`src/rtl/pid_controller_clamped_macros.svh`:
```
// Assertion macros shared by the controller RTL.
// Each expects a clock named clk and an active-low reset named rst_n in scope.
`ifndef PID_CONTROLLER_CLAMPED_MACROS_SVH
`define PID_CONTROLLER_CLAMPED_MACROS_SVH

`ifndef SYNTH

// Same-cycle implication.
`define PIDC_ASSERT_IMP(name, ante, cons) \
  name: assert property (@(posedge clk) disable iff (!rst_n) (ante) |-> (cons)) \
    else $error("assertion failed: same-cycle implication");

// Next-cycle implication.
`define PIDC_ASSERT_NXT(name, ante, cons) \
  name: assert property (@(posedge clk) disable iff (!rst_n) (ante) |=> (cons)) \
    else $error("assertion failed: next-cycle implication");

`else

`define PIDC_ASSERT_IMP(name, ante, cons)

`define PIDC_ASSERT_NXT(name, ante, cons)

`endif

`endif

```
`src/rtl/pidc_pkg.sv`:
```
`timescale 1ns / 1ps

package pidc_pkg;

  // Configuration register indexes
  localparam int CFG_IDX_W = 3;
  localparam logic [CFG_IDX_W-1:0] REG_GAIN_P        = 3'd0;
  localparam logic [CFG_IDX_W-1:0] REG_GAIN_I        = 3'd1;
  localparam logic [CFG_IDX_W-1:0] REG_GAIN_D        = 3'd2;
  localparam logic [CFG_IDX_W-1:0] REG_INTEGRAL_LOW  = 3'd3;
  localparam logic [CFG_IDX_W-1:0] REG_INTEGRAL_HIGH = 3'd4;
  localparam logic [CFG_IDX_W-1:0] REG_DRIVE_LOW     = 3'd5;
  localparam logic [CFG_IDX_W-1:0] REG_DRIVE_HIGH    = 3'd6;

  localparam int IN_DATA_W  = 48;
  localparam int OUT_DATA_W = 32;

  // Divider: 32 quotient bits, one per cycle
  localparam int DIV_STEPS = 32;
  localparam int DIV_CNT_W = $clog2(DIV_STEPS + 1);

  localparam int STEP_W = 4;
  typedef logic [STEP_W-1:0] step_t;
  localparam step_t STEP_IDLE = '0;

  // Operand pair fed to the shared multiplier
  typedef enum logic [2:0] {
    MUL_NONE,
    MUL_GD_DIFF,
    MUL_GI_ERR,
    MUL_GP_ERR,
    MUL_LO_DT,
    MUL_HI_DT
  } mul_sel_t;

  // Datapath action of one step
  typedef enum logic [3:0] {
    ALU_NOP,
    ALU_LOAD,
    ALU_DIV_START,
    ALU_GIE,
    ALU_PTERM,
    ALU_ACC_LO,
    ALU_ACC_HI,
    ALU_INC,
    ALU_INTEG_ADD,
    ALU_INTEG_CLAMP,
    ALU_PSUM,
    ALU_DTERM,
    ALU_DRIVE,
    ALU_EMIT
  } alu_op_t;

  // Hold condition of one step
  typedef enum logic [1:0] {
    C_NONE,
    C_WAIT_IN,
    C_WAIT_DIV,
    C_WAIT_OUT
  } cond_t;

  typedef struct packed {
    mul_sel_t mul;
    alu_op_t  alu;
    cond_t    cond;
    logic     jump;
    step_t    target;
  } uword_t;

  function automatic uword_t uw(input mul_sel_t m, input alu_op_t a, input cond_t c,
                                input logic j);
    uword_t w;
    w = '{mul: m, alu: a, cond: c, jump: j, target: STEP_IDLE};
    return w;
  endfunction

  // Control store
  function automatic uword_t ucode(input step_t s);
    uword_t w;
    w = uw(MUL_NONE, ALU_NOP, C_NONE, 1'b1);
    unique case (s)
      4'd0:  w = uw(MUL_NONE,    ALU_LOAD,        C_WAIT_IN,  1'b0);
      4'd1:  w = uw(MUL_GD_DIFF, ALU_NOP,         C_NONE,     1'b0);
      4'd2:  w = uw(MUL_GI_ERR,  ALU_DIV_START,   C_NONE,     1'b0);
      4'd3:  w = uw(MUL_GP_ERR,  ALU_GIE,         C_NONE,     1'b0);
      4'd4:  w = uw(MUL_LO_DT,   ALU_PTERM,       C_NONE,     1'b0);
      4'd5:  w = uw(MUL_HI_DT,   ALU_ACC_LO,      C_NONE,     1'b0);
      4'd6:  w = uw(MUL_NONE,    ALU_ACC_HI,      C_NONE,     1'b0);
      4'd7:  w = uw(MUL_NONE,    ALU_INC,         C_NONE,     1'b0);
      4'd8:  w = uw(MUL_NONE,    ALU_INTEG_ADD,   C_NONE,     1'b0);
      4'd9:  w = uw(MUL_NONE,    ALU_INTEG_CLAMP, C_NONE,     1'b0);
      4'd10: w = uw(MUL_NONE,    ALU_PSUM,        C_NONE,     1'b0);
      4'd11: w = uw(MUL_NONE,    ALU_NOP,         C_WAIT_DIV, 1'b0);
      4'd12: w = uw(MUL_NONE,    ALU_DTERM,       C_NONE,     1'b0);
      4'd13: w = uw(MUL_NONE,    ALU_DRIVE,       C_NONE,     1'b0);
      4'd14: w = uw(MUL_NONE,    ALU_EMIT,        C_WAIT_OUT, 1'b1);
      default: w = uw(MUL_NONE,  ALU_NOP,         C_NONE,     1'b1);
    endcase
    return w;
  endfunction

  function automatic logic signed [31:0] sat32(input logic signed [65:0] x);
    if (x > 66'sd2147483647) begin
      return 32'sh7FFFFFFF;
    end else if (x < -66'sd2147483648) begin
      return 32'sh80000000;
    end
    return x[31:0];
  endfunction

  // Upper limit tested first when the limits cross: a value above it takes hi, any other takes lo
  function automatic logic signed [31:0] clamp32(input logic signed [31:0] x,
                                                 input logic signed [31:0] lo,
                                                 input logic signed [31:0] hi);
    if (x > hi) begin
      return hi;
    end else if (x < lo) begin
      return lo;
    end
    return x;
  endfunction

endpackage

```
`src/rtl/pid_controller_clamped.sv`:
```
`timescale 1ns / 1ps
// Each sample runs the whole control store before the next is taken; the divider is
//   skipped when the derivative overflows or the interval is zero. Emitting waits
//   while out_tready holds back the previous result. The bit-serial divider of the
//   derivative term bounds the rate; the multiplier steps run alongside it.
`include "pid_controller_clamped_macros.svh"

module pid_controller_clamped
  import pidc_pkg::*;
(
  input  logic                  clk,
  input  logic                  rst_n,
  // Configuration write channel
  input  logic                  cfg_valid,
  output logic                  cfg_ready,
  input  logic [CFG_IDX_W-1:0]  cfg_index,
  input  logic [31:0]           cfg_data,
  // Sample input
  input  logic                  in_tvalid,
  output logic                  in_tready,
  input  logic [IN_DATA_W-1:0]  in_tdata,   // target[15:0], measured[31:16], interval[47:32]
  // Drive output
  output logic                  out_tvalid,
  input  logic                  out_tready,
  output logic [OUT_DATA_W-1:0] out_tdata   // drive[31:0]
);

  // Reset (rst_n low, synchronous): all gains and limits, the stored integral
  // and the previous error clear to zero; the sequencer returns to idle.

  // Configuration registers
  logic signed [31:0] gain_p_r, gain_i_r, gain_d_r;
  logic signed [31:0] integral_low_r, integral_high_r, drive_low_r, drive_high_r;

  // Sequencer
  step_t  step_r, step_nxt;
  uword_t cw;
  logic   step_go;

  // Loop state
  logic signed [31:0] integ_r;
  logic signed [16:0] prev_err_r;

  // Per-item working registers
  logic signed [16:0] err_r;
  logic signed [17:0] diff_r;
  logic [15:0]        dt_r;
  logic signed [50:0] prod_r;
  logic signed [48:0] gie_r;
  logic signed [65:0] acc_r;
  logic signed [31:0] p_r, inc_r, d_r, drv_r;
  logic signed [33:0] psum_r;

  // Divider
  logic [DIV_CNT_W-1:0] div_cnt_r, div_cnt_nxt;
  logic [15:0]          div_rem_r;
  logic [15:0]          div_sh_r;
  logic [31:0]          div_quo_r;
  logic                 div_neg_r, div_ovf_r;

  logic                 out_tvalid_r;
  logic [OUT_DATA_W-1:0] out_tdata_r;

  // Input fields
  logic signed [15:0] in_target, in_measured;
  logic [15:0]        in_interval;
  logic signed [16:0] err_in;
  logic signed [17:0] diff_in;

  assign in_target   = in_tdata[15:0];
  assign in_measured = in_tdata[31:16];
  assign in_interval = in_tdata[47:32];
  assign err_in      = 17'(in_target) - 17'(in_measured);
  assign diff_in     = 18'(err_in) - 18'(prev_err_r);

  // Fetch the control word and decide whether the step completes this cycle
  assign cw = ucode(step_r);

  always_comb begin
    case (cw.cond)
      C_WAIT_IN:  step_go = in_tvalid;
      C_WAIT_DIV: step_go = (div_cnt_r == '0);
      C_WAIT_OUT: step_go = !out_tvalid_r || out_tready;
      default:    step_go = 1'b1;
    endcase
  end

  always_comb begin
    step_nxt = step_r;
    if (step_go) begin
      step_nxt = cw.jump ? cw.target : step_r + step_t'(1);
    end
  end

  assign in_tready  = (cw.cond == C_WAIT_IN);
  assign cfg_ready  = 1'b1;
  assign out_tvalid = out_tvalid_r;
  assign out_tdata  = out_tdata_r;

  // Shared multiplier: 33 x 18 signed, registered into prod_r
  logic signed [32:0] mul_a;
  logic signed [17:0] mul_b;
  logic signed [50:0] mul_p;

  always_comb begin
    case (cw.mul)
      MUL_GD_DIFF: begin
        mul_a = 33'(gain_d_r);
        mul_b = diff_r;
      end
      MUL_GI_ERR: begin
        mul_a = 33'(gain_i_r);
        mul_b = 18'(err_r);
      end
      MUL_GP_ERR: begin
        mul_a = 33'(gain_p_r);
        mul_b = 18'(err_r);
      end
      MUL_LO_DT: begin
        // low word of ki*err taken as unsigned
        mul_a = {1'b0, gie_r[31:0]};
        mul_b = {2'b00, dt_r};
      end
      MUL_HI_DT: begin
        mul_a = 33'($signed(gie_r[48:32]));
        mul_b = {2'b00, dt_r};
      end
      default: begin
        mul_a = '0;
        mul_b = '0;
      end
    endcase
  end

  assign mul_p = mul_a * mul_b;

  // Divider set-up: |kd*diff| * 2^16 / dt, quotient capped by the overflow test
  logic signed [50:0] div_src_neg;
  logic [49:0]        div_mag;
  logic [33:0]        div_hi;
  logic               div_ovf_in;
  logic [16:0]        div_trial;
  logic               div_qbit;

  assign div_src_neg = -prod_r;
  assign div_mag     = prod_r[50] ? div_src_neg[49:0] : prod_r[49:0];
  assign div_hi      = div_mag[49:16];
  assign div_ovf_in  = (div_hi >= {18'b0, dt_r});
  assign div_trial   = {div_rem_r, div_sh_r[15]};
  assign div_qbit    = (div_trial >= {1'b0, dt_r});

  always_comb begin
    div_cnt_nxt = div_cnt_r;
    if (step_go && cw.alu == ALU_DIV_START) begin
      div_cnt_nxt = div_ovf_in ? '0 : DIV_CNT_W'(DIV_STEPS);
    end else if (div_cnt_r != '0) begin
      div_cnt_nxt = div_cnt_r - DIV_CNT_W'(1);
    end
  end

  // Derivative term from the finished quotient
  logic signed [32:0] d_signed;
  logic signed [31:0] d_term;

  assign d_signed = div_neg_r ? -$signed({1'b0, div_quo_r}) : $signed({1'b0, div_quo_r});

  always_comb begin
    if (dt_r == '0) begin
      d_term = '0;
    end else if (div_ovf_r) begin
      d_term = div_neg_r ? 32'sh80000000 : 32'sh7FFFFFFF;
    end else begin
      d_term = sat32(66'(d_signed));
    end
  end

  // Control state, configuration, loop state and the output register
  always_ff @(posedge clk) begin
    if (!rst_n) begin
      step_r          <= STEP_IDLE;
      div_cnt_r       <= '0;
      out_tvalid_r    <= 1'b0;
      gain_p_r        <= '0;
      gain_i_r        <= '0;
      gain_d_r        <= '0;
      integral_low_r  <= '0;
      integral_high_r <= '0;
      drive_low_r     <= '0;
      drive_high_r    <= '0;
      integ_r         <= '0;
      prev_err_r      <= '0;
    end else begin
      step_r    <= step_nxt;
      div_cnt_r <= div_cnt_nxt;

      if (cfg_valid && cfg_ready) begin
        unique case (cfg_index)
          REG_GAIN_P:        gain_p_r        <= cfg_data;
          REG_GAIN_I:        gain_i_r        <= cfg_data;
          REG_GAIN_D:        gain_d_r        <= cfg_data;
          REG_INTEGRAL_LOW:  integral_low_r  <= cfg_data;
          REG_INTEGRAL_HIGH: integral_high_r <= cfg_data;
          REG_DRIVE_LOW:     drive_low_r     <= cfg_data;
          REG_DRIVE_HIGH:    drive_high_r    <= cfg_data;
          default: ;  // drop writes past the register list
        endcase
      end

      // Retire the held result once the sink takes it, unless a new one lands
      if (out_tvalid_r && out_tready && !(step_go && cw.alu == ALU_EMIT)) begin
        out_tvalid_r <= 1'b0;
      end

      if (step_go) begin
        case (cw.alu)
          ALU_INTEG_ADD:   integ_r <= sat32(66'(integ_r) + 66'(inc_r));
          ALU_INTEG_CLAMP: integ_r <= clamp32(integ_r, integral_low_r, integral_high_r);
          ALU_EMIT: begin
            out_tvalid_r <= 1'b1;
            prev_err_r   <= err_r;
          end
          default: ;
        endcase
      end
    end
  end

  // Datapath payload registers
  always_ff @(posedge clk) begin
    if (step_go && cw.mul != MUL_NONE) begin
      prod_r <= mul_p;
    end

    // Restoring division, one quotient bit per cycle
    if (div_cnt_r != '0) begin
      div_rem_r <= div_qbit ? 16'(div_trial - {1'b0, dt_r}) : div_trial[15:0];
      div_sh_r  <= {div_sh_r[14:0], 1'b0};
      div_quo_r <= {div_quo_r[30:0], div_qbit};
    end

    if (step_go) begin
      case (cw.alu)
        ALU_LOAD: begin
          err_r  <= err_in;
          diff_r <= diff_in;
          dt_r   <= in_interval;
        end
        ALU_DIV_START: begin
          div_neg_r <= prod_r[50];
          div_ovf_r <= div_ovf_in;
          div_rem_r <= div_hi[15:0];
          div_sh_r  <= div_mag[15:0];
          div_quo_r <= '0;
        end
        ALU_GIE:    gie_r  <= prod_r[48:0];
        ALU_PTERM:  p_r    <= sat32(66'(prod_r));
        ALU_ACC_LO: acc_r  <= 66'(prod_r);
        ALU_ACC_HI: acc_r  <= acc_r + (66'(prod_r) <<< 32);
        // floor shift of ki*err*dt, then saturate
        ALU_INC:    inc_r  <= sat32(acc_r >>> 16);
        ALU_PSUM:   psum_r <= 34'(p_r) + 34'(integ_r);
        ALU_DTERM:  d_r    <= d_term;
        ALU_DRIVE:  drv_r  <= sat32(66'(psum_r) + 66'(d_r));
        ALU_EMIT:   out_tdata_r <= clamp32(drv_r, drive_low_r, drive_high_r);
        default: ;
      endcase
    end
  end

  // Divider is always drained by the time a new sample can be taken
  `PIDC_ASSERT_IMP(a_idle_div_done, in_tready, div_cnt_r == '0)
  // Emitting a result always leaves one presented
  `PIDC_ASSERT_NXT(a_emit_valid, step_go && (cw.alu == ALU_EMIT), out_tvalid)
  // With ordered limits the stored integral lands inside them
  `PIDC_ASSERT_NXT(a_integ_clamped,
    (cw.alu == ALU_INTEG_CLAMP) && (integral_low_r <= integral_high_r),
    (integ_r >= $past(integral_low_r)) && (integ_r <= $past(integral_high_r)))

endmodule

```
`config.mk`:
```
export PLATFORM = sky130hd
export DESIGN_NAME = pid_controller_clamped
export DESIGN_NICKNAME = d
export VERILOG_FILES = /design/src/rtl/pidc_pkg.sv /design/src/rtl/pid_controller_clamped.sv
export VERILOG_INCLUDE_DIRS = /design/src /design/src/rtl
export SDC_FILE = /design/constraint.sdc
export NUM_CORES = 2
export LEC_CHECK = 0
export ABC_AREA = 0
export BUFFER_PORTS_ARGS = -buffer_cell sky130_fd_sc_hd__buf_2
export CAP_MARGIN = 20
export CORE_ASPECT_RATIO = 1.25
export CORE_MARGIN = 2
export CORE_UTILIZATION = 45
export CTS_CLUSTER_DIAMETER = 150
export DETAILED_ROUTE_END_ITERATION = 12
export HOLD_SLACK_MARGIN = 0.06
export PLACE_DENSITY = 0.69
export SLEW_MARGIN = 20
export SYNTH_ARGS = -nofsm -noshare
export SYNTH_HDL_FRONTEND = slang
export SYNTH_SLANG_ARGS = --single-unit
```
`constraint.sdc`:
```
create_clock -name clk -period 8.7 [get_ports clk]
set_input_delay 0.87 -clock clk [delete_from_list [all_inputs] [get_ports clk]]
set_output_delay 0.87 -clock clk [all_outputs]
set_load 0.05 [all_outputs]
```
# Word level (Yosys, flattened, before mapping)

Memories as Yosys holds them, arrays and structs flattened. A register that Yosys moved wholly into a read port is not among the register bits.
Index checks and enable logic that the tools add are counted.
Widths: inputs -> output; s select.

Word-level logic and storage cells: 201
Output and inout bits: 35
Memories kept: 1
Bits in read-only memories: 160
Flip-flop bits (word level): 760

Memory list:

| memory          | depth | bits a word | read ports | clocked after memory_dff | write ports | line           | source |
|---|---|---|---|---|---|---|---|
| (no name shown) | 16    | 10          | 1          | 1                        | 0           | pidc_pkg.sv:81 | `unique case (s)` |

Reductions and logical operators: 36
Magnitude comparators: 16
Muxes and demuxes: 79
Equal/unequal tests: 28
Multiply operators: 1
Add/subtract/negate cells: 11

Operators with widths:

| kind                 | count |
|---|---|
| $mux 32              | 26 |
| $pmux 33 s5          | 1 |
| $pmux 66 s2          | 1 |
| $mux 16              | 7 |
| $add 32x32->33       | 2 |
| $add 66x66->66       | 1 |
| $gt 33x32->1 const B | 2 |
| $lt 33x32->1 const B | 2 |
| $gt 32x32->1         | 2 |
| $lt 32x32->1         | 2 |
| $pmux 32 s2          | 1 |
| $pmux 18 s3          | 1 |
| $gt 51x32->1 const B | 1 |
| $lt 51x32->1 const B | 1 |
| $mul 33x18->51       | 1 |
| $gt 50x32->1 const B | 1 |
| $lt 50x32->1 const B | 1 |
| $mux 50              | 1 |
| $neg 50->50          | 1 |
| $add 33x32->34       | 1 |
| $ge 34x16->1         | 1 |
| $gt 34x32->1 const B | 1 |
| $lt 34x32->1 const B | 1 |
| $reduce_and 2->1     | 17 |
| other kinds (33)     | 95 |

# Logic depth before layout (Yosys ltp)

Word-level depth: 9
Mapped depth: 34
Depth with buffers taken out: 30

# Worst setup path after synthesis

OpenSTA, ideal clock, no wires.

Path kind: register to register
From: register cw[11] (netlist name)
To: register prod_r[47], data pin
Arrival: 7.451 ns
Slack: 0.991 ns
Library setup time: 0.259 ns
Stages on the path, launching flop included: 29
Data required time: 8.441 ns
Buffers on the path: 5
Cells stage by stage: dfxtp_1 clkbuf_1 clkbuf_1 buf_1 clkbuf_1 nand2_1 o21ai_0 clkbuf_1 nand2_1 fa_1 inv_1 fa_1 fa_1 fa_1 fa_1 inv_1 fa_1 inv_1 ha_1 and2_1 a211oi_1 o221ai_1 a21oi_1 o211ai_1 o21ai_0 a31oi_1 a311o_1 a21oi_1 xnor2_1

Cells in the longest elaborated chain, start to end: 4

Ends and longest elaborated chain:

| element                                  | line                          | source |
|---|---|---|
| $eq 3x3->1 or $eq 3x2->1 (tied branches) | pid_controller_clamped.sv:106 | `case (cw.mul)` |
| $reduce_or 2->1 (no line)                | n/a                           |  |
| $pmux 18 s3                              | pid_controller_clamped.sv:106 |  |
| $mul 33x18->51 (*)                       | pid_controller_clamped.sv:135 | `assign mul_p = mul_a * mul_b;` |
| net mul_p[47]                            | pid_controller_clamped.sv:103 | `logic signed [50:0] mul_p;` |
| end signal: assignment                   | pid_controller_clamped.sv:231 | `prod_r <= mul_p;` |
| end: declaration                         | pid_controller_clamped.sv:48  | `logic signed [50:0] prod_r;` |

Mark *: on every way through the listed nets, which the timed path passes. The rest lies on a longest branch.
A chain may end at the register's enable or synchronous reset.

# Final worst setup path

From: register cw[11] (netlist name)
To: register prod_r[49], data pin

Cells in the longest elaborated chain, start to end: 4

Ends and longest elaborated chain:

| element                                  | line |
|---|---|
| $eq 3x3->1 or $eq 3x2->1 (tied branches) | pid_controller_clamped.sv:106 |
| $reduce_or 2->1 (no line)                | n/a |
| $pmux 18 s3                              | pid_controller_clamped.sv:106 |
| $mul 33x18->51 (*)                       | pid_controller_clamped.sv:135 |
| net mul_p[49]                            | pid_controller_clamped.sv:103 |

Marked as above.

==> results.yml <==
run_status:
  run_status: "completed"
clocking:
  clk_latency_ns: 0.69
  clk_pin_slew_ns: 0.07
  htree_levels: 3
  cts_tree: "done"
  postCtsSetupRepairBufs: 0
  ctsResizeCount: 0
  cts_buffer_depth: 3
  cts_root_buf: "clkbuf_16"
  postCtsHoldBufs: 0
  cts_buffers: 78
  clock-sinks: 754
sta:
  finalHoldViolations: 0
  fin_skew_ns: 0.02900
  fmax_ghz: 0.1206
  period_needed_ns: 8.294
  holdWs_ns: 0.3646
  worst_slew_pin_slew_ns: 1.081
  rsz0062_at_grt: "false"
  slew_viol_final: 0
  period_share: 0.9533
  finalSetupTns_ns: 0
  relSlewSlack: 0.2796
  setup_viol: 0
route:
  drcViolationCount: 0
  dr.pass1.iters: 8
  drt-total-wl_mm: 210.9
  final_antenna_net_count: 0
  avgViaCountPerCell: 5.739
  drt_iter0_drc: 4904
  wl_per_cell_um: 22.96
  via_count: 52714
synth:
  ys_warn_count: 0
  synthArstFlopShare: 0
  synth_ff_type: "edfxtp_1"
  avgSynthCellArea_um2: 8.883
  synth_fp_nets: 8310
  netlist_area_um2: 63900
  ys_top_cells_by_area: "edfxtp_1 (19%), fa_1 (18%), dfxtp_1 (11%), ha_1 (8.9%), nand2_1 (7.2%)"
  seq_area_frac_synth: 0.2983
  synth_edf_count: 396
  ys_seq_elements: 754
  syn_inst: 7193
  synth_top_area_cell: "edfxtp_1"
  netlist.area_leader.share: 0.1861
  synth_cell_types: 82
place:
  dpl-instance-area_um2: 67170
  placement.io_buffers: 121
  place.gp.congestion: 1.029
  dp_hpwl_mm: 164.2
  dp_cells: 9034
setup_path:
  critPathCapture: "prod_r[49]"
  cp.arrival_ns: 8.82
  worst-setup-path-type: "reg2reg"
  worst_setup_path_start_kind: "register"
  reg2regPathDepth: 27
  required_ns: 9.22
  r2r_end: "prod_r[49]"
  endpoint_kind: "register"
  ff2ff_setup_slack_ns: 0.41
  cp_max_fo: 59
  worstReg2RegStart: "cw[11]"
  cp-startpoint: "cw[11]"
hold_path:
  min_path_type: "in2reg"
pwr:
  total_leakage_power_nw: 29.49
  internal_power_mw: 8.106
  power.density_nw_per_um2: 192.3
  seq_power_share: 0.351
  ir_worst_vdd_v: 0.0001365
  p_sw_frac: 0.3978
  p_comb_frac: 0.383
  p_clk_frac: 0.266
  p_sw_mw: 5.355
floorplan:
  start_util: 0.4530
  boundaryPins: 123
  die_y_um: 425.3
  core_um2: 141000
  die_w_um: 341.0
  rows: 154
  die-area_um2: 145000
layout:
  area_growth_pct: 9.530
  nets: 8360
  fin_util: 0.4962
  final_cell_mix: "nand2_1 (1,224), inv_1 (953), fa_1 (576), a21oi_1 (540), nor2_1 (455)"
  drive_gt1_frac: 0.08127
  fin_cells: 9185
  layout_commonest_cell: "nand2_1"
  design_area_um2: 69990
grt:
  grt_pass1_vias: 52840
  grt_pass1_wl_mm: 320.0
  antenna_found_initial: 4
  track_usage: 0.2906
  grt_max_degree: 95
  grt-ovfl-total: 0
run:
  max_cap_viol_count: 0
## power groups by stage
| stage | sequential [mW] | clock [mW] | combinational, mW |
|---|---|---|---|
| floorplan | 4.57 | 0 | 3.45 |
| global placement | 4.77 | 0 | 4.98 |
| detailed placement | 4.78 | 0 | 5.06 |
| CTS | 4.70 | 3.62 | 5.09 |
| global route | 4.75 | 3.75 | 5.65 |
| finish | 4.72 | 3.58 | 5.16 |
## worst min-delay path by stage
stage | startpoint | endpoint | slack (ns) | cells past startpoint
2_1_floorplan | prod_r[50] | div_neg_r | 0.42 | 0
3_5_place_dp | gain_i_r[26] | gain_i_r[26] | 0.45 | 2
4_1_cts | in_tdata[43] | dt_r[11] | 0.34 | 1
3_3_place_gp | gain_p_r[21] | gain_p_r[21] | 0.44 | 2
6_report | in_tdata[43] | dt_r[11] | 0.36 | 1
5_1_grt | in_tdata[43] | dt_r[11] | 0.35 | 1
## kinds of logic after synthesis
| kind of cell | synth area share |
|---|---|
| muxes | 0.01937 |
| other | 0.00005869 |
| xor gates and xnor gates | 0.03495 |
| AOI/OAI and AO/OA | 0.1481 |
| DFF | 0.2983 |
| adders and majority gates | 0.2732 |
| buffers and inverters | 0.07588 |
| and+or+nand+nor | 0.1502 |
## state kept, by name, summed over array words and instances, names as in the netlist, 17 cells and up
name             count
acc_r               50
d_r                 32
diff_r              18
div_quo_r           32
drive_high_r        32
drive_low_r         32
drv_r               32
err_r               17
gain_d_r            32
gain_i_r            32
gain_p_r            32
gie_r               49
inc_r               32
integ_r             32
integral_high_r     32
integral_low_r      32
out_tdata           32
p_r                 32
prev_err_r          17
prod_r              51
psum_r              33
## final cells by class
class,count,area [um^2]
Clock buffer,104,2310
Fill cell,13233,71060
Tap cell,1872,2342
Antenna cell,4,10.01
Multi-Input combinational cell,5156,40270
Sequential cell,754,19060
Timing Repair Buffer,295,1961
Clock inverter,42,420.4
Inverter,958,3606
## cells in the mapped netlist, types with 15 or more instances
cell type,n
buf_1,21
edfxtp_1,396
mux2i_1,55
o21a_1,81
maj3_1,18
fa_1,576
nor2_1,467
nand3_1,68
o22ai_1,37
or2_2,16
a221oi_1,20
nand2_1,1224
clkbuf_1,297
a21boi_0,18
a22oi_1,33
mux2_2,61
a31oi_1,41
or3_1,24
and3_1,24
o22a_1,15
nor3_1,75
o21ai_0,264
o31ai_1,35
o21bai_1,30
dfxtp_1,358
inv_1,953
xnor2_1,179
a32o_1,26
a211oi_1,40
a21oi_1,545
ha_1,453
nand2b_1,47
nor4_1,35
or4_1,17
xor2_1,76
nor2b_1,49
nand4_1,65
a21o_1,184
o211ai_1,45
and2_1,64
## worst max-delay path, stage by stage (launching register included)
cell	delay, ns
dfxtp_2	0.34
buf_12	0.21
and2_0	0.30
buf_4	0.23
a21oi_1	0.24
o22a_1	0.64
nor2_1	0.15
fa_1	0.51
inv_1	0.05
fa_1	0.50
fa_1	0.51
inv_1	0.05
fa_1	0.46
fa_1	0.55
inv_1	0.06
fa_1	0.59
inv_1	0.06
ha_1	0.37
and3_1	0.19
and3_1	0.23
nor4b_1	0.22
o21ai_0	0.13
o211ai_1	0.28
nor3b_1	0.11
o21ai_0	0.37
a31oi_1	0.21
or3_1	0.34
a32oi_1	0.19
## routing by layer
layer,routed length [um],vias to the layer above,global-route usage
met4,18930,0,0.2192
met5,0,-,0
met2,100700,2239,0.4926
met1,75790,25653,0.3281
li1,-,24125,-
met3,15510,697,0.04872
## metrics by stage
stage | setup slack [ns] | power (mW)
floorplan | 0.9905 | 8.021
global placement | 0.3087 | 9.752
detailed placement | 0.1998 | 9.842
CTS | 0.1716 | 13.41
global route | 0.06207 | 14.15
finish | 0.4062 | 13.46
(Power assumes the default switching activity.)
